File: config.mk
export PLATFORM = sky130hd
export DESIGN_NAME = iet_front_flat
export DESIGN_NICKNAME = d
export VERILOG_FILES = /design/src/assert_macros.svh /design/src/iet_pkg.sv /design/src/iet_in_if.sv /design/src/iet_front.sv /design/src/flat_wrapper.sv
export SDC_FILE = /design/constraint.sdc
export NUM_CORES = 1
export LEC_CHECK = 0
export BUFFER_PORTS_ARGS = -buffer_cell sky130_fd_sc_hd__buf_2
export CORE_AREA = 4 4 63 65
export DETAILED_ROUTE_END_ITERATION = 8
export DIE_AREA = 0 0 67 69
export GPL_ROUTABILITY_DRIVEN = 0
export GPL_TIMING_DRIVEN = 1
export PLACE_DENSITY = 0.78
export SLEW_MARGIN = 10
export SYNTH_ARGS = -nofsm -noshare
export SYNTH_HDL_FRONTEND = slang
export SYNTH_SLANG_ARGS = --single-unit
File: constraint.sdc
create_clock -name vclk -period 1.9
set_input_delay 0.095 -clock vclk [all_inputs]
set_output_delay 0.095 -clock vclk [all_outputs]
set_load 0.03 [all_outputs]
File: src/assert_macros.svh
// Assertion helpers, clocked on clk.
`ifndef ASSERT_MACROS_SVH
`define ASSERT_MACROS_SVH

// Checked only outside reset.
`define IET_ASSERT(label, prop, msg) \
  label: assert property (@(posedge clk) disable iff (!rst_n) prop) \
    else $error(msg);

// Checked on every edge, reset included.
`define IET_ASSERT_ALWAYS(label, prop, msg) \
  label: assert property (@(posedge clk) prop) \
    else $error(msg);

`endif

File: src/iet_pkg.sv
package iet_pkg;

  localparam int unsigned TABLE_DEPTH = 128;
  localparam int unsigned IDX_W       = (TABLE_DEPTH > 1) ? $clog2(TABLE_DEPTH) : 1;

  localparam int unsigned QUEUE_DEPTH = 2;
  localparam int unsigned QPTR_W      = (QUEUE_DEPTH > 1) ? $clog2(QUEUE_DEPTH) : 1;
  localparam int unsigned QCNT_W      = $clog2(QUEUE_DEPTH + 1);

  localparam logic [3:0] IP_VERSION_4      = 4'd4;
  localparam logic [3:0] MIN_HDR_WORDS     = 4'd5;
  localparam logic [7:0] PROTO_ICMP        = 8'd1;
  localparam logic [7:0] PROTO_TCP         = 8'd6;
  localparam logic [7:0] ICMP_ECHO_REPLY   = 8'd0;
  localparam logic [7:0] ICMP_ECHO_REQUEST = 8'd8;

  typedef enum logic [3:0] {
    V_BAD_IP_HLEN  = 4'd0,
    V_RESERVED     = 4'd1,
    V_VERSION      = 4'd2,
    V_TTL_ZERO     = 4'd3,
    V_BAD_LEN      = 4'd4,
    V_BAD_TCP_HLEN = 4'd5,
    V_TCP_OK       = 4'd6,
    V_OTHER_PROTO  = 4'd7,
    V_BAD_CODE     = 4'd8,
    V_BAD_SUM      = 4'd9,
    V_BAD_TYPE     = 4'd10,
    V_STORED       = 4'd11,
    V_FULL         = 4'd12,
    V_UNKNOWN      = 4'd13,
    V_MATCHED      = 4'd14
  } verdict_t;

  typedef enum logic [1:0] {
    OP_FINAL   = 2'd0,
    OP_REQUEST = 2'd1,
    OP_REPLY   = 2'd2
  } op_t;

  typedef struct packed {
    op_t         op;
    verdict_t    verdict;
    logic [15:0] identifier;
    logic [31:0] address;
  } qitem_t;

  function automatic logic [IDX_W-1:0] lowest_set(input logic [TABLE_DEPTH-1:0] v);
    logic [IDX_W-1:0] idx;
    idx = '0;
    for (int i = TABLE_DEPTH - 1; i >= 0; i--) begin
      if (v[i]) idx = IDX_W'(i);
    end
    return idx;
  endfunction

endpackage

File: src/iet_in_if.sv
interface iet_in_if;
  logic        valid;
  logic        ready;
  logic [3:0]  ip_version;
  logic [3:0]  ip_header_words;
  logic        reserved_flag;
  logic [7:0]  ttl;
  logic [15:0] total_length;
  logic [7:0]  protocol;
  logic [3:0]  tcp_data_offset;
  logic [7:0]  msg_type;
  logic [7:0]  msg_code;
  logic        icmp_checksum_ok;
  logic [15:0] echo_id;
  logic [31:0] source_address;

  modport source (
    output valid, ip_version, ip_header_words, reserved_flag, ttl, total_length,
           protocol, tcp_data_offset, msg_type, msg_code, icmp_checksum_ok,
           echo_id, source_address,
    input  ready
  );

  modport sink (
    input  valid, ip_version, ip_header_words, reserved_flag, ttl, total_length,
           protocol, tcp_data_offset, msg_type, msg_code, icmp_checksum_ok,
           echo_id, source_address,
    output ready
  );
endinterface

File: src/iet_front.sv
module iet_front (
  iet_in_if.sink          in_ch,
  output logic            push_valid,
  input  logic            push_ready,
  output iet_pkg::qitem_t push_item
);

  logic [15:0] hdr_bytes;

  assign hdr_bytes   = {10'd0, in_ch.ip_header_words, 2'b00};
  assign push_valid  = in_ch.valid;
  assign in_ch.ready = push_ready;

  always_comb begin
    push_item.op         = iet_pkg::OP_FINAL;
    push_item.verdict    = iet_pkg::V_STORED;
    push_item.identifier = in_ch.echo_id;
    push_item.address    = in_ch.source_address;
    if (in_ch.ip_header_words < iet_pkg::MIN_HDR_WORDS) begin
      push_item.verdict = iet_pkg::V_BAD_IP_HLEN;
    end else if (in_ch.reserved_flag) begin
      push_item.verdict = iet_pkg::V_RESERVED;
    end else if (in_ch.ip_version != iet_pkg::IP_VERSION_4) begin
      push_item.verdict = iet_pkg::V_VERSION;
    end else if (in_ch.ttl == 8'd0) begin
      push_item.verdict = iet_pkg::V_TTL_ZERO;
    end else if (in_ch.total_length <= hdr_bytes) begin
      push_item.verdict = iet_pkg::V_BAD_LEN;
    end else if (in_ch.protocol == iet_pkg::PROTO_TCP) begin
      push_item.verdict = (in_ch.tcp_data_offset < iet_pkg::MIN_HDR_WORDS) ?
                          iet_pkg::V_BAD_TCP_HLEN : iet_pkg::V_TCP_OK;
    end else if (in_ch.protocol != iet_pkg::PROTO_ICMP) begin
      push_item.verdict = iet_pkg::V_OTHER_PROTO;
    end else if (in_ch.msg_code != 8'd0) begin
      push_item.verdict = iet_pkg::V_BAD_CODE;
    end else if (!in_ch.icmp_checksum_ok) begin
      push_item.verdict = iet_pkg::V_BAD_SUM;
    end else if (in_ch.msg_type == iet_pkg::ICMP_ECHO_REQUEST) begin
      push_item.op = iet_pkg::OP_REQUEST;
    end else if (in_ch.msg_type == iet_pkg::ICMP_ECHO_REPLY) begin
      push_item.op = iet_pkg::OP_REPLY;
    end else begin
      push_item.verdict = iet_pkg::V_BAD_TYPE;
    end
  end

endmodule

File: src/flat_wrapper.sv
// flat-port wrapper written by rule: the top's interface ports become plain ports
module iet_front_flat 
  (push_valid, push_ready, push_item, in_ch_valid, in_ch_ip_version, in_ch_ip_header_words, in_ch_reserved_flag, in_ch_ttl, in_ch_total_length, in_ch_protocol, in_ch_tcp_data_offset, in_ch_msg_type, in_ch_msg_code, in_ch_icmp_checksum_ok, in_ch_echo_id, in_ch_source_address, in_ch_ready);
  iet_in_if in_ch_i ();
  output logic push_valid;
  input  logic push_ready;
  output iet_pkg::qitem_t push_item;
  input wire logic [$bits(in_ch_i.valid)-1:0] in_ch_valid;
  input wire logic [$bits(in_ch_i.ip_version)-1:0] in_ch_ip_version;
  input wire logic [$bits(in_ch_i.ip_header_words)-1:0] in_ch_ip_header_words;
  input wire logic [$bits(in_ch_i.reserved_flag)-1:0] in_ch_reserved_flag;
  input wire logic [$bits(in_ch_i.ttl)-1:0] in_ch_ttl;
  input wire logic [$bits(in_ch_i.total_length)-1:0] in_ch_total_length;
  input wire logic [$bits(in_ch_i.protocol)-1:0] in_ch_protocol;
  input wire logic [$bits(in_ch_i.tcp_data_offset)-1:0] in_ch_tcp_data_offset;
  input wire logic [$bits(in_ch_i.msg_type)-1:0] in_ch_msg_type;
  input wire logic [$bits(in_ch_i.msg_code)-1:0] in_ch_msg_code;
  input wire logic [$bits(in_ch_i.icmp_checksum_ok)-1:0] in_ch_icmp_checksum_ok;
  input wire logic [$bits(in_ch_i.echo_id)-1:0] in_ch_echo_id;
  input wire logic [$bits(in_ch_i.source_address)-1:0] in_ch_source_address;
  output wire logic [$bits(in_ch_i.ready)-1:0] in_ch_ready;
  assign in_ch_i.valid = in_ch_valid;
  assign in_ch_i.ip_version = in_ch_ip_version;
  assign in_ch_i.ip_header_words = in_ch_ip_header_words;
  assign in_ch_i.reserved_flag = in_ch_reserved_flag;
  assign in_ch_i.ttl = in_ch_ttl;
  assign in_ch_i.total_length = in_ch_total_length;
  assign in_ch_i.protocol = in_ch_protocol;
  assign in_ch_i.tcp_data_offset = in_ch_tcp_data_offset;
  assign in_ch_i.msg_type = in_ch_msg_type;
  assign in_ch_i.msg_code = in_ch_msg_code;
  assign in_ch_i.icmp_checksum_ok = in_ch_icmp_checksum_ok;
  assign in_ch_i.echo_id = in_ch_echo_id;
  assign in_ch_i.source_address = in_ch_source_address;
  assign in_ch_ready = in_ch_i.ready;
  iet_front u_core (.in_ch(in_ch_i), .push_valid(push_valid), .push_ready(push_ready), .push_item(push_item));
endmodule
* Yosys cells after proc, flatten, opt, wreduce, memory -nomap -nowiden
Index checks and enable logic that the tools add are counted.
** Storage, ports and cells
- Bits in registers :: 0
- Input bits :: 112
- Output and inout port bits :: 56
- Logic and storage cells :: 33
** Cells by class
- Magnitude comparators :: 3
- Eq/ne operators :: 4
- Muxes and demuxes :: 23
- Reduce and logical (&&, ||, !) cells :: 3
** Operators with widths (number)
- $mux W4 :: 10
- $mux W2 :: 12
- $le A16 B6 Y1 :: 1
- $logic_not A8 Y1 :: 2
- $eq A8 B3 Y1 const B :: 1
- $eq A8 B4 Y1 const B :: 1
- $lt A4 B3 Y1 const B :: 2
- $ne A8 B1 Y1 const B :: 1
- $reduce_bool A8 Y1 :: 1
- $ne A4 B3 Y1 const B :: 1
- $mux W1 :: 1

* Logic depth before layout (Yosys ltp)
Gate-level depths: netlist of the first run.
- Depth after elaboration :: 12
- Gate-level depth with buffers :: 7
- Gate-level depth less buffers :: 7

* Least setup slack after synthesis of the first run
No wires, ideal clock.
- Kind :: input-to-output
- Start point :: in in_ch_ip_header_words[3]
- End point :: out push_item[50] (netlist name)
- Data arrival time :: 1.536 ns
- Data required time :: 1.805 ns
- Path slack :: 0.269 ns
- Stages :: 6
- Path buffers :: 0
- Cell sequence :: inv_1 > ha_1 > a2111oi_4 > a22oi_2 > or2_0 > a21boi_1
** RTL lines
- start: declaration :: RTL line flat_wrapper.sv:10 : input wire logic [$bits(in_ch_i.ip_header_words)-1:0] in_ch_ip_header_words;
- end: declaration :: RTL line flat_wrapper.sv:7 : output iet_pkg::qitem_t push_item;

==> results of run 1 <==
## cell families (layout without fill, tap and decap cells)
family                   Yosys count  count (layout)  share of synthesized area, %
adder cells (fa/ha/maj)            4               4                          6.39
AND/OR/NAND/NOR                   37              37                          26.8
buffers and inverters             55              73                          50.3
AO/OA/AOI/OAI                     16              16                          16.5
## worst max-delay path: stages
cell,delay [ps]
buf_2,70
inv_1,50
ha_1,330
nand2_1,80
o21bai_1,170
a22oi_2,220
o22ai_1,150
a31oi_1,180
buf_2,220
## final cells by class
class / instances / area (µm²) / area share [%]
well taps: 46 / 57.6 / 7.14
multi-input cells: 57 / 389 / 48.3
repair buffers: 68 / 340 / 42.2
inverters: 5 / 18.8 / 2.33
## power breakdown
part	leakage [nW]	total (W)	internal (W)	switching, W
sequential	0	0	0	0
clock	0	0	0	0
combinational	0.412	0.000128	0.0000704	0.0000579
## placed cells by master, fill, tap and decap left out, types with 2 or more instances in the layout
cell type   n
inv_1       5
buf_2      68
nor2_1      6
a21oi_1     4
nor3_1      6
o22ai_1     2
nor4_1      5
and3_1      2
ha_1        4
o21ai_0     2
nand3_1     2
nand2_1     8
nor4_2      2
## synthesized netlist by cell type, drive strengths merged
cell | number | share of area (%)
a21boi | 1 | 0.96
a31oi | 1 | 0.80
nor4b | 1 | 1.9
and3 | 2 | 1.6
nor2 | 6 | 2.9
a2111oi | 1 | 3.5
buf | 50 | 48
a22oi | 1 | 1.6
o2111ai | 1 | 1.1
o21a | 1 | 0.96
nand2 | 8 | 3.8
or2 | 1 | 0.80
ha | 4 | 6.4
nor4 | 7 | 7.2
a21oi | 4 | 2.6
nor3b | 1 | 0.96
nand3b | 1 | 0.96
o21ai | 2 | 1.3
o21bai | 1 | 0.96
o22ai | 2 | 1.6
nor3 | 6 | 3.8
inv | 5 | 2.4
nor2b | 1 | 0.80
nand2b | 1 | 0.80
a211o | 1 | 1.1
nand3 | 2 | 1.3
## path summary, 6_finish.rpt
check / startpoint / to / slack [ps] / cells past startpoint
worst max-delay path: in_ch_ip_header_words[3] / push_item[49] / 230 / 9
worst min-delay path: in_ch_source_address[20] / push_item[20] / 190 / 0
## per-stage QoR
step           cells  power [W]  area [µm²]
5_1_grt          176   0.000144         806
3_3_place_gp     176   0.000127         806
4_1_cts          176   0.000130         806
6_report         176   0.000128         806
3_5_place_dp     176   0.000130         806
2_1_floorplan    112   0.000247         783
## metal layers
layer	GRT usage, %	vias up	wire length (µm)
met5	0	-	0
met4	5.86	0	140
met3	1.95	26	339
met2	15.6	56	1080
met1	8.43	321	711
li1	-	377	-
==> flow_summary.json, run 1 <==
{
  "hp-class": "in -> out",
  "n_fill_cell": 385,
  "start_util_pct": 23.5,
  "antenna_found_initial": 0,
  "synth_nets": 228,
  "timing.final.crit_period_ps": 1670,
  "grt_max_degree": 5,
  "critical_path_class": "in -> out",
  "overflow": 0,
  "powerDensity_mw_per_mm2": 159,
  "synthCells": 112,
  "whs_ps": 190,
  "drcViolationCount": 0,
  "clock.fmax_ghz": 0.600,
  "drtAntennaViolNets": 0,
  "cp_max_fo": 4,
  "core_area_mm2": 0.00334,
  "syn_area_um2": 783,
  "grt.total_usage_pct": 8.68,
  "pre_cts_slack_ps": 232,
  "vias_per_cell": 4.43,
  "grt_pass1_wl_mm": 3.28,
  "drive_gt1_share_pct": 56.2,
  "first_pass_iters": 4,
  "outcome": "finished clean",
  "ir_drop_v": 0.0000457,
  "port_buffers": 68,
  "cts_setup_buffers": 0,
  "hpwlAfterDp_mm": 2.11,
  "power.leakage_nw": 0.412,
  "cts_resized": 0,
  "synthDistinctLibCells": 27,
  "insertedDiodeCount": 0,
  "ios": 168,
  "hold_violations": 0,
  "fin_setup_tns_ps": 0,
  "cp_data_arrival_time_ps": 1570,
  "worstMarginPinSlew_ps": 345,
  "num_vias": 780,
  "setup_slack_ps": 232,
  "rsz0062_at_grt": "no",
  "min_period_over_period_pct": 87.8,
  "fp.dieW_um": 67,
  "die-area_mm2": 0.00462,
  "seq_cell_count": 0,
  "finalSetupViolations": 0,
  "ctsHoldBuffers": 0,
  "num_rows": 21,
  "area_growth_pct": 2.88,
  "fin_nets": 248,
  "drv_cap": 0,
  "wl_mm": 2.27,
  "worstPathRequired_ps": 1800,
  "die_y_um": 69,
  "grt_pass1_vias": 766,
  "clkbuf_count": 0,
  "critPathLaunchType": "primary input",
  "drt_iter0_markers": 2,
  "avgSynthCellArea_um2": 6.99,
  "cp-end-kind": "primary output",
  "relSlewSlack_pct": 76.8,
  "yosys_warnings": 0,
  "slew_violations": 0,
  "regArea_um2": 0,
  "wl_per_cell_um": 12.9,
  "synth_seq_area_share_pct": 0,
  "post-route-util_pct": 24.1
}
No activity file was read; power rests on OpenSTA's default activity.
==> run 2: changes to the inputs <==
--- a/config.mk
+++ b/config.mk
@@ -5,7 +5,7 @@
 export SDC_FILE = /design/constraint.sdc
 export NUM_CORES = 1
 export LEC_CHECK = 0
-export BUFFER_PORTS_ARGS = -buffer_cell sky130_fd_sc_hd__buf_2
+export BUFFER_PORTS_ARGS = -buffer_cell sky130_fd_sc_hd__buf_4
 export CORE_AREA = 4 4 63 65
 export DETAILED_ROUTE_END_ITERATION = 8
 export DIE_AREA = 0 0 67 69
==> run 2 against run 1 <==
First-iteration DRC count grew to 7.0 times the previous value. Non-clock buffer count stayed put. Via count is 2.8% higher. Core utilization is 5.1 points higher. Largest power group unchanged. Highest routed layer unchanged.
==> flow_summary.json, run 2 (synthesis gave the netlist of run 1 again) <==
{
  "worstPathRequired_ps": 1800,
  "grt_max_degree": 5,
  "grt_pass1_wl_mm": 3.42,
  "ios": 168,
  "worstMarginPinSlew_ps": 350,
  "grt_pass1_vias": 794,
  "drv_cap": 0,
  "hold_violations": 0,
  "wl_per_cell_um": 13.7,
  "drt_iter0_markers": 14,
  "cp_data_arrival_time_ps": 1540,
  "drtAntennaViolNets": 0,
  "ir_drop_v": 0.0000491,
  "min_path_cells": 0,
  "mostFrequentLayoutCell": "buf_4",
  "pre_cts_slack_ps": 268,
  "insertedDiodeCount": 0,
  "cp_slowest_stage_delay_ps": 330,
  "critical_path_class": "in -> out",
  "rsz0062_at_grt": "no",
  "area_growth_pct": 24.6,
  "setup_slack_ps": 265,
  "drive_gt1_share_pct": 56.2,
  "min_period_over_period_pct": 86.1,
  "slew_violations": 0,
  "critPathBufInv": 2,
  "start_util_pct": 23.5,
  "port_buffers": 68,
  "n_fill_cell": 367,
  "p_total_w": 0.000166,
  "timing.final.crit_period_ps": 1640,
  "crit_chain": "buf_4 > ha_1 > a2111oi_4 > a22oi_2 > or2_0 > and3_1 > buf_4",
  "hold_end": "push_item[10]",
  "post-route-util_pct": 29.2,
  "wl_mm": 2.41,
  "cp_slowest_cell": "ha_1",
  "grt.total_usage_pct": 9.13,
  "cp-end-kind": "primary output",
  "critPathLaunchType": "primary input",
  "cp.depth": 7,
  "drcViolationCount": 0,
  "num_rows": 21,
  "die_y_um": 69,
  "clock.fmax_ghz": 0.612,
  "hp-class": "in -> out",
  "multiInputGateArea_um2": 389,
  "fin_cells": 176,
  "relSlewSlack_pct": 76.5,
  "powerDensity_mw_per_mm2": 170,
  "dp.cells": 176,
  "fin_setup_tns_ps": 0,
  "crit_family": "compound AO/OA/AOI/OAI gates",
  "regArea_um2": 0,
  "fp.dieW_um": 67,
  "core_area_mm2": 0.00334,
  "cp_common_cell": "buf_4",
  "ctsHoldBuffers": 0,
  "hpwlAfterDp_mm": 2.23,
  "outcome": "finished clean",
  "antenna_found_initial": 0,
  "power.leakage_nw": 0.467,
  "overflow": 0,
  "final_cell_mix": "buf_4, nand2_1, nor3_1, nor2_1",
  "min-delay-start": "in_ch_source_address[10]",
  "cts_resized": 0,
  "vias_per_cell": 4.56,
  "first_pass_iters": 4,
  "num_vias": 802,
  "finalSetupViolations": 0,
  "fin_nets": 248,
  "cp_max_fo": 4,
  "clkbuf_count": 0,
  "seq_cell_count": 0,
  "die-area_mm2": 0.00462,
  "cts_setup_buffers": 0
}
==> run 2: cell counts in the layout (fill, tap and decap cells not counted) <==
Identical to the previous run, type by type.
==> run 2: cell type report <==
type	instances	area share (%)
Tap cell	46	5.90
Multi-Input combinational cell	57	39.9
Timing Repair Buffer	68	52.3
Inverter	5	1.92
==> run 2: power by group <==
group	switching, W	internal, W
clock	0	0
sequential	0	0
combinational	0.0000588	0.000107
==> run 2: how the worst max path moves through the flow <==
stage | slack [ps] | end | start
after floorplan | 270 | push_item[50] | in_ch_ip_header_words[3]
after global placement | 280 | push_item[51] | in_ch_total_length[5]
after detailed placement | 270 | push_item[51] | in_ch_total_length[5]
after CTS | 270 | push_item[51] | in_ch_total_length[5]
after global routing | 150 | push_item[49] | in_ch_ip_header_words[3]
final | 260 | push_item[51] | in_ch_total_length[5]
==> run 2: routing by layer <==
metal / share of wire [%] / global-route usage [%] / vias to the layer above
li1: - / - / 375
met1: 30 / 8.43 / 343
met2: 50 / 16.7 / 58
met3: 14 / 2.60 / 26
met4: 5.8 / 5.86 / 0
met5: 0 / 0 / -
==> run 2: stage by stage <==
stage / hold WS [ps] / cell area (µm²)
floorplan: 302 / 783
global placement: 190 / 976
detailed placement: 190 / 976
CTS: 190 / 976
global route: 190 / 976
finish: 190 / 976
