**src/assert_macros.svh**
```systemverilog
// Assertion helpers, clocked on clk.
`ifndef ASSERT_MACROS_SVH
`define ASSERT_MACROS_SVH

// Checked only outside reset.
`define IET_ASSERT(label, prop, msg) \
  label: assert property (@(posedge clk) disable iff (!rst_n) prop) \
    else $error(msg);

// Checked on every edge, reset included.
`define IET_ASSERT_ALWAYS(label, prop, msg) \
  label: assert property (@(posedge clk) prop) \
    else $error(msg);

`endif

```
**src/iet_pkg.sv**
```systemverilog
package iet_pkg;

  localparam int unsigned TABLE_DEPTH = 128;
  localparam int unsigned IDX_W       = (TABLE_DEPTH > 1) ? $clog2(TABLE_DEPTH) : 1;

  localparam int unsigned QUEUE_DEPTH = 2;
  localparam int unsigned QPTR_W      = (QUEUE_DEPTH > 1) ? $clog2(QUEUE_DEPTH) : 1;
  localparam int unsigned QCNT_W      = $clog2(QUEUE_DEPTH + 1);

  localparam logic [3:0] IP_VERSION_4      = 4'd4;
  localparam logic [3:0] MIN_HDR_WORDS     = 4'd5;
  localparam logic [7:0] PROTO_ICMP        = 8'd1;
  localparam logic [7:0] PROTO_TCP         = 8'd6;
  localparam logic [7:0] ICMP_ECHO_REPLY   = 8'd0;
  localparam logic [7:0] ICMP_ECHO_REQUEST = 8'd8;

  typedef enum logic [3:0] {
    V_BAD_IP_HLEN  = 4'd0,
    V_RESERVED     = 4'd1,
    V_VERSION      = 4'd2,
    V_TTL_ZERO     = 4'd3,
    V_BAD_LEN      = 4'd4,
    V_BAD_TCP_HLEN = 4'd5,
    V_TCP_OK       = 4'd6,
    V_OTHER_PROTO  = 4'd7,
    V_BAD_CODE     = 4'd8,
    V_BAD_SUM      = 4'd9,
    V_BAD_TYPE     = 4'd10,
    V_STORED       = 4'd11,
    V_FULL         = 4'd12,
    V_UNKNOWN      = 4'd13,
    V_MATCHED      = 4'd14
  } verdict_t;

  typedef enum logic [1:0] {
    OP_FINAL   = 2'd0,
    OP_REQUEST = 2'd1,
    OP_REPLY   = 2'd2
  } op_t;

  typedef struct packed {
    op_t         op;
    verdict_t    verdict;
    logic [15:0] identifier;
    logic [31:0] address;
  } qitem_t;

  function automatic logic [IDX_W-1:0] lowest_set(input logic [TABLE_DEPTH-1:0] v);
    logic [IDX_W-1:0] idx;
    idx = '0;
    for (int i = TABLE_DEPTH - 1; i >= 0; i--) begin
      if (v[i]) idx = IDX_W'(i);
    end
    return idx;
  endfunction

endpackage

```
**src/iet_queue.sv**
```systemverilog
`include "assert_macros.svh"

module iet_queue (
  input  logic            clk,
  input  logic            rst_n,
  input  logic            push_valid,
  output logic            push_ready,
  input  iet_pkg::qitem_t push_item,
  output logic            pop_valid,
  input  logic            pop_ready,
  output iet_pkg::qitem_t pop_item
);

  iet_pkg::qitem_t               entry_r [iet_pkg::QUEUE_DEPTH];
  logic [iet_pkg::QPTR_W-1:0]    wr_ptr_r, wr_ptr_nxt;
  logic [iet_pkg::QPTR_W-1:0]    rd_ptr_r, rd_ptr_nxt;
  logic [iet_pkg::QCNT_W-1:0]    cnt_r, cnt_nxt;
  logic                          push_fire;
  logic                          pop_fire;

  assign push_ready = (cnt_r != iet_pkg::QCNT_W'(iet_pkg::QUEUE_DEPTH));
  assign pop_valid  = (cnt_r != '0);
  assign pop_item   = entry_r[rd_ptr_r];
  assign push_fire  = push_valid && push_ready;
  assign pop_fire   = pop_valid && pop_ready;

  always_comb begin
    wr_ptr_nxt = wr_ptr_r;
    rd_ptr_nxt = rd_ptr_r;
    cnt_nxt    = cnt_r;
    if (push_fire) begin
      wr_ptr_nxt = (wr_ptr_r == iet_pkg::QPTR_W'(iet_pkg::QUEUE_DEPTH - 1)) ?
                   '0 : wr_ptr_r + 1'b1;
    end
    if (pop_fire) begin
      rd_ptr_nxt = (rd_ptr_r == iet_pkg::QPTR_W'(iet_pkg::QUEUE_DEPTH - 1)) ?
                   '0 : rd_ptr_r + 1'b1;
    end
    if (push_fire && !pop_fire) begin
      cnt_nxt = cnt_r + 1'b1;
    end else if (pop_fire && !push_fire) begin
      cnt_nxt = cnt_r - 1'b1;
    end
  end

  always_ff @(posedge clk) begin
    if (!rst_n) begin
      wr_ptr_r <= '0;
      rd_ptr_r <= '0;
      cnt_r    <= '0;
    end else begin
      wr_ptr_r <= wr_ptr_nxt;
      rd_ptr_r <= rd_ptr_nxt;
      cnt_r    <= cnt_nxt;
    end
  end

  always_ff @(posedge clk) begin
    if (push_fire) entry_r[wr_ptr_r] <= push_item;
  end

  `IET_ASSERT(a_q_cnt_bound, cnt_r <= iet_pkg::QCNT_W'(iet_pkg::QUEUE_DEPTH), "queue overfilled")

endmodule

```
**config.mk**
```make
export PLATFORM = sky130hd
export DESIGN_NAME = iet_queue
export DESIGN_NICKNAME = d
export VERILOG_FILES = /design/src/iet_pkg.sv /design/src/iet_queue.sv
export VERILOG_INCLUDE_DIRS = /design/src /design/src/src
export SDC_FILE = /design/constraint.sdc
export NUM_CORES = 1
export LEC_CHECK = 0
export BUFFER_PORTS_ARGS = -buffer_cell sky130_fd_sc_hd__buf_2
export CAP_MARGIN = 20
export CORE_UTILIZATION = 35
export DETAILED_ROUTE_END_ITERATION = 16
export RECOVER_POWER = 50
export REMOVE_ABC_BUFFERS = 1
export SLEW_MARGIN = 20
export SYNTH_ARGS = -nofsm -noshare
export SYNTH_HDL_FRONTEND = slang
export SYNTH_SLANG_ARGS = --single-unit
```
**constraint.sdc**
```tcl
create_clock -name clk -period 6.97 [get_ports clk]
set_clock_uncertainty 0.2 [all_clocks]
set_input_delay 2.091 -clock clk [delete_from_list [all_inputs] [get_ports clk]]
set_output_delay 2.091 -clock clk [all_outputs]
set_load 0.05 [all_outputs]
```
# Word-level counts from Yosys, hierarchy flattened
# Memory sizes are Yosys's and may differ from the RTL's. A register that Yosys moved wholly into a read port is not among the register bits.
# Index checks and enable logic that the tools add are counted.
# totals
ram_bits	108
input_bits	58
register_bits	4
elab_cells	25
out_inout_bits	56
mem_count	1
# mem_list
memory	depth	width	read_ports	rd_clocked_by_memory_dff	write_ports	line_no	source
entry_r	2	54	1	1	1	iet_queue.sv:14	iet_pkg::qitem_t entry_r [iet_pkg::QUEUE_DEPTH];
# classes
n_eq_ne	1
mux	8
n_reduce_logical	8
add_sub_neg	4
# op_table
op	n
two-way mux 1 bit	6
logical AND 1 bit	4
two-way mux 2 bit	2
nonzero test 2 bit	2
adder 1 bit, second input constant	2
adder 2 x 1 -> 2 bit, second input constant	1
logical NOT 1 bit	2
!= test 2 bit, second input constant	1
subtractor 2 x 1 -> 2 bit, second input constant	1

# Logic depth before layout (Yosys ltp)
# Gate-level depths: netlist of the first run.
# logic_depth
word_depth	6
mapped_depth	6
depth_no_buf	6

# Worst setup path after synthesis of the first run
# Ideal clock, no wire load.
# synth_timing
kind	input -> register
start	in push_valid
end	mem entry_r[1][0] (netlist name), enable pin
required_ns	6.352
setup_slack_ns	2.932
path_buffers	0
arrival_ns	3.420
stages	1
setup_ns	0.418
path_cell_list	and3_1
# synth_between
elab_chain_len	3
# synth_rtl
item	line_no	source
from (decl)	iet_queue.sv:6	input logic push_valid,
logical AND 1 bit	iet_queue.sv:24	assign push_fire = push_valid && push_ready;
two-way mux 1 bit	iet_queue.sv:59	if (push_fire) entry_r[wr_ptr_r] <= push_item;
two-way mux 1 bit (implied by the code)	iet_queue.sv:59	
to (decl)	iet_queue.sv:14	
# Every way passes these cells.

==> results.txt, run 1 <==
* Horizontal die dimension: 111 µm
* Initial DRC count: 75
- Sorting the synthesized cells by how often they occur yields 108 x edfxtp_1, 54 x mux2_2, 5 x buf_4, 5 x dfxtp_1, 4 x and2_1.
* Leakage Power: 2.01 nW
* Most common cell in the netlist: edfxtp_1
- Post-cts hold buffer count: 0
* Remaining routing DRC violations: 0
- The initial antenna violation count came to 0.
* Post-layout nets: 380
* Placement Rows: 39
- TritonCTS buffer count: 17
- Final setup violating endpoints: 0
- Once layout is complete, the cells apart from fillers number 477.
* Largest net degree at the start of global routing: 34
* Most area-hungry cell type in the Yosys netlist: edfxtp_1
- Relative to the synthesized area, the layout overhead comes to 31.9%.
* Reg clk slew, reported paths: 50 ps
- Global router's overall resource usage: 12.8%
- Unique cell type count in the Yosys netlist: 20
- After synthesis, the share of flip-flops with an asynchronous set or reset is 0%.
- Initial core utilization: 36.1%
- After detailed routing, the average wire length per cell comes to 15.0 µm.
* Antenna viol nets, final: 0
* Unrepaired setup endpoints after global routing: false
- After routing, the total negative slack on setup checks comes to 0 ps.
- The pre-antenna-repair detailed-routing pass consisted of 4 iterations.
* Post-synth EDFFs: 108
- Port buffering added 113 buffers.
- Cell chosen for the clock root: clkbuf_16
* Sum of net half-perimeters after detailed placement: 4540 µm
- In the routed layout, each cell is associated on average with a via count of 4.47.
- Timing would allow up to 221 MHz.
* Area of the core region: 0.0115 mm²
- For this design the ratio of total power to cell area is 464 mW/mm².
- For this run, the register share of the synthesized area comes to 80.8%.
- Proportion of power drawn by combinational gates: 29.0%
- Internal power consumption: 1.69 mW
* Worst relative slew slack: -7.28%
- Global routing finished with a remaining overflow of 0.
* Last weighted congestion value of the routability-driven placer: 0.637
- Actual transition at the worst max-transition pin: 1610 ps
- Max-cap violations: 1
* Most frequently used flop master after synthesis: edfxtp_1
* Synth top area share: 78.4%
- After technology mapping, the gate count stands at 192.
* Worst hold-check path type: register to register
- Ys Warns: 0
* Number of filler instances in the final layout: 989
- The first global-routing pass estimated 11500 µm of wire.
- The worst-case IR drop observed on VDD is 0.000227 V.
* Total routed wirelength: 7140 µm
* Number of sinks on the clock net: 113
* Yosys reg bits: 113
- TritonCTS built the clock tree.
- Of the total power, registers draw 35.4%.
- Via count of the first global-routing pass: 2300
- The H-tree was split into 4 levels.
- Data on the critical path is required at its endpoint by 4680 ps.
- Antenna diodes: 0
- Count of instances resized after the clock tree is built: 0
- Detailed routing inserted a total of 2134 vias.
- STA classifies the critical path startpoint as a register.
- Outcome: finished, violations left
- The checks that failed: capacitance limit, slew limit.
- Layout cell share with drive strength beyond 1: 53.3%
* Area used by multi-input combinational logic: 747 µm²
- Net switching power figure: 0.846 mW
- Area of the die: 0.0123 mm²
- Synthesized cell area: 0.00414 mm²
- I/O pins: 114
* Cell types with the largest area share after synthesis: edfxtp_1 78%, mux2_2 15%, dfxtp_1 2.4%
- Arrival time at the worst endpoint: 2240 ps
- Of the available clock period, the critical path in the final layout requires 65.0%.
* Die span in y: 111 µm
- The worst path needs 4530 ps of the cycle, external delays included.
- Buffers added to address setup during post-CTS repair amount to 0.
- Classification of the worst setup path: register to output pin
- Worst hold slack across all endpoints: 360 ps
- For the worst-skew pair, the clock arrives at the later sink with an insertion delay of 400 ps.
- Of all nets on the critical path, the largest fanout is 29.
* Endpoint kind of the worst setup timing path: output pin
- Mean instance size in the synthesized netlist: 21.5 µm²
* Part of the total power dissipated in the clock network: 35.6%
- The count of endpoints failing hold in the final timing report is 0.
* Number of slew-limit violations in the final report: 34
- Storage cell area: 0.00334 mm²
- Placed Cells incl. Taps: 445
- Fraction of power spent switching nets: 33.4%
* Clk buf depth: 2
## state kept, by name, indices dropped and copies added (netlist names), named ones only
signal	count
cnt_r	2
entry_r	108
rd_ptr_r	1
wr_ptr_r	1
## cells by family after synthesis
family                     synth area share (%)
and+or+nand+nor                            1.57
buffers and inverters                      1.12
AOI/OAI and AO/OA                         0.847
DFF                                        80.8
xor gates and xnor gates                  0.635
adders and majority gates                 0.302
muxes                                      14.7
## power by group through the flow
stage	clock (mW)	combinational, mW	sequential, mW
2_1_floorplan	0	0.578	0.913
3_3_place_gp	0	0.748	0.907
3_5_place_dp	0	0.749	0.912
4_1_cts	0.926	0.751	0.900
5_1_grt	0.954	0.775	0.909
6_report	0.901	0.736	0.896
## layout by cell type, fill, tap and decap left out
cell type   Yosys  routed
clkinv_2        0       5
xnor2_1         2       2
edfxtp_1      108     108
mux2_2         54      54
nand2b_4        1       1
buf_2           1      89
and2_1          4       2
xor2_1          1       1
inv_1           1       1
clkinvlp_4      0       1
or3_1           1       1
o21ai_0         1       2
or2_2           1       1
dfxtp_1         5       4
buf_1           0       1
dfxtp_2         0       1
clkinv_1        0       3
ha_1            1       1
clkbuf_16       0      17
and3_1          1       1
buf_4           5       3
a21bo_2         1       1
and2_0          0       2
a21boi_0        1       2
nand3b_1        1       1
bufinv_16       0       5
clkbuf_1        0      24
## critical path, cell delays in order (launching register included)
cell	delay [ps]
dfxtp_2	750
buf_4	480
mux2_2	390
buf_2	220
## final timing paths
kind | depth (start not counted) | to | startpoint | slack [ps]
max | 3 | pop_item[50] | register | 2440
min | 2 | cnt_r[1] | cnt_r[1] | 360
max reg2reg | 3 | entry_r[1][37] | cnt_r[0] | 4100
min reg2reg | 2 | cnt_r[1] | cnt_r[1] | 360
## final cells by class
type / instances / share of cell area [%]
sequential: 113 / 61.3
clock inverter: 14 / 3.56
clock buffer: 18 / 7.87
inverter: 1 / 0.0688
timing repair buffer: 116 / 10.2
tap: 143 / 3.28
multi-input combinational: 72 / 13.7
## stage by stage
stage | power (mW) | utilization, % | setup WS (ps) | area, µm²
5_1_grt | 2.64 | 47.6 | 2240 | 5460
4_1_cts | 2.58 | 47.8 | 2300 | 5490
2_1_floorplan | 1.49 | - | 2680 | 4090
3_5_place_dp | 1.66 | 42.4 | 2760 | 4860
3_3_place_gp | 1.66 | 42.4 | 2760 | 4860
6_report | 2.53 | 47.6 | 2440 | 5460
## metal layers
metal	GRT usage (%)	part of all wire (%)
met4	5.87	1.7
met1	14.7	42
met2	19.9	50
met3	6.72	6.5
met5	0	0
No activity file was read; power rests on OpenSTA's default activity.
==> run 2, diff against run 1 <==
ABC_AREA = 1   (was default)
clock period = 4.75 ns   (was 6.97 ns; I/O delays follow)
==> run 2 against run 1 <==
Core utilization shrank 0.56 points. The run now ends clean. Critical path depth is 1 lower. Wire length is 4.1% higher. Global-route usage decreased by 0.63 points. Clock power rose by 48%. Highest routed layer unchanged.
==> results.txt, run 2 <==
- The run finished with clean final reports.
* Yosys reg bits: 113
* Final cycle utilization of the critical path: 78.4%
- The routed design could run at a clock period as short as 3730 ps.
* Most frequent cells in the layout: 108 x edfxtp_1, 87 x buf_2, 50 x mux2_4
- Leading cell type in the layout, fill and taps excluded: edfxtp_1
- Area used by multi-input combinational logic: 921 µm²
- Post-layout nets: 394
- Critical Path Max Stage Delay: 1010 ps
- Synth top area share: 73.9%
- After detailed routing, the number of remaining DRC violations is 0.
- The first global-routing pass estimated 11300 µm of wire.
- Summing the areas of all and, or, nand and nor instances in the mapped netlist gives 1.71% of the synthesized area.
- Multiplexer share of the synthesized area: 18.1%
- Dominant combinational cell family by area after synthesis: multiplexers
- Largest net degree at the start of global routing: 55
* Synthesized netlist cell count: 205
- Actual transition at the worst max-transition pin: 1020 ps
- Classification of the worst setup path: register to output pin
- Initial DRC count: 98
- Before CTS, the worst setup slack after placement is 1410 ps.
- Placement Rows: 40
- Setup violations remaining at the end of the flow were counted as 0.
* Endpoint kind of the worst setup timing path: output pin
- Unique cell type count in the Yosys netlist: 15
* Worst relative slew slack: 32.3%
* Horizontal die dimension: 114 µm
- Clock tree synthesis found a total of 113 sinks.
* Cell types with the largest area share after synthesis: edfxtp_1 74%, mux2_4 17%, buf_12 2.3%
- The HPWL after detailed placement is 4820 µm.
- TritonCTS built the clock tree.
* Arrival time at the worst endpoint: 2100 ps
- After clock tree synthesis, the setup repair step added 0 buffers.
- Setup repair after global routing left no endpoint under its margin.
* Required time reported for the critical path endpoint: 3120 ps
- The congestion estimate from routability-driven global placement came to 0.613.
* Top reg by flops: entry_r
* Most instantiated cells after synthesis: 108 x edfxtp_1, 50 x mux2_4, 9 x nand2_1
* Cell chosen for the clock root: clkbuf_16
* Length of the first detailed-routing pass in iterations: 4
- Mean instance size in the synthesized netlist: 21.4 µm²
* Worst hold-check path type: register to register
* Slowest CP cell: dfxtp_4
- Reg clk slew, reported paths: 50 ps
- 0 antenna diodes ended up in the layout.
- The initial antenna violation count came to 0.
* Number of filler instances in the final layout: 1079
- The core region is 0.0121 mm².
- Summing all flip-flop and latch instances after layout gives 0.00335 mm².
* Count of instances resized after the clock tree is built: 0
* Most area-hungry cell type in the Yosys netlist: edfxtp_1
- Most frequently used flop master after synthesis: edfxtp_1
* Critical path fanouts, max: 54
- Layout cell share with drive strength beyond 1: 50.6%
* Xor and xnor area share after synthesis: 0%
- Summing over every cut layer, the via total after detailed routing is 2185.
- For the worst-skew pair, the clock arrives at the later sink with an insertion delay of 400 ps.
- Ys Warns: 0
* Level count of the clock H-tree: 4
* Layout area overhead: 29.7%
* Most common cell in the netlist: edfxtp_1
- Area of the die: 0.0130 mm²
- Initial core utilization: 36.3%
- TritonCTS buffer count: 17
- Global routing finished with a remaining overflow of 0.
- Wire per inst: 14.4 µm
* Leakage Power: 2.21 nW
* Flip-flop count of the largest register, all copies and words added: 108
* Upper clock frequency limit: 268 MHz
- Final-layout setup total negative slack: 0 ps
- In this run the remaining antenna-violating nets after routing total 0.
- The worst setup path is launched from a register.
* Register area share after synthesis: 76.1%
- Hold repair after CTS inserted 0 buffers.
- The max-slew violation count was 0.
* Fin. Hold Viols: 0
* Worst IR Drop VDD: 0.000584 V
- Power per unit of standard cell area: 661 mW/mm²
* Post-synth EDFFs: 108
- In this run the deepest clock path goes through 2 buffers.
- Total routed wirelength: 7430 µm
- Dividing the detail-routed via count by the number of cells gives 4.23.
* Largest registers: entry_r (108), cnt_r (2)
* Global router's overall resource usage: 12.2%
- Die span in y: 114 µm
* Proportion of register bits with asynchronous set or reset after synthesis: 0%
* Max-cap violations: 0
- Count of input and output buffers: 113
- Least setup slack across all paths after layout: 1020 ps
- Worst path cell trace: mux2_2 -> buf_2
- Summing the areas of all fa, ha and maj instances in the mapped netlist gives 0.285% of the synthesized area.
- The synthesized netlist devotes 0.513% of its cell area to compound gates.
* I/O pins: 114
* Synthesized cell area: 0.00439 mm²
* Via count of the first global-routing pass: 2288
## run 2: final timing paths
kind         startpoint             end  slack, ps  depth (start not counted)
max reg2reg    cnt_r[0]  entry_r[1][10]       2450                          5
min            rd_ptr_r        rd_ptr_r        300                          2
max            register    pop_item[34]       1020                          2
min reg2reg    rd_ptr_r        rd_ptr_r        300                          2
## run 2: cells by family after synthesis
family	count (synthesis)
adders and majority gates	1
DFF	113
buffers and inverters	14
and+or+nand+nor	19
muxes	54
AOI/OAI and AO/OA	4
## run 2: area by class of cell
class                   count  area share (%)
repair buffers            117            9.89
well taps                 168            3.69
multi-input cells          78            16.2
clock buffers              18            7.54
inverters                   8           0.527
clock inverters            14            3.41
flip-flops and latches    113            58.8
## run 2: stage by stage
| step | cells | area [µm²] | hold WS, ps | utilization [%] | power (mW) |
|---|---|---|---|---|---|
| detailed placement | 484 | 5100 | 292 | 42.1 | 2.48 |
| floorplan | 199 | 4280 | 267 | - | 2.26 |
| global placement | 484 | 5100 | 275 | 42.1 | 2.46 |
| global route | 516 | 5690 | 315 | 47.0 | 3.91 |
| finish | 516 | 5690 | 303 | 47.0 | 3.76 |
| CTS | 516 | 5730 | 301 | 47.3 | 3.82 |
## run 2: report_power, final
group	switching, mW	internal, mW
registers	0.107	1.26
logic	0.714	0.350
clock network	0.411	0.918
## run 2: worst max-delay path, delay by kind of cell (launching register included)
family | cells | cell delay [ps]
flops | 1 | 1010
buf+inv | 1 | 210
mux | 1 | 430
## run 2: per-layer routing
layer | vias up | global-route usage, % | part of all wire (%)
met3 | 8 | 6.06 | 7.8
met5 | - | 0 | 0
li1 | 1053 | - | -
met1 | 1044 | 12.8 | 40
met4 | 0 | 6.23 | 1.3
met2 | 80 | 20.2 | 51
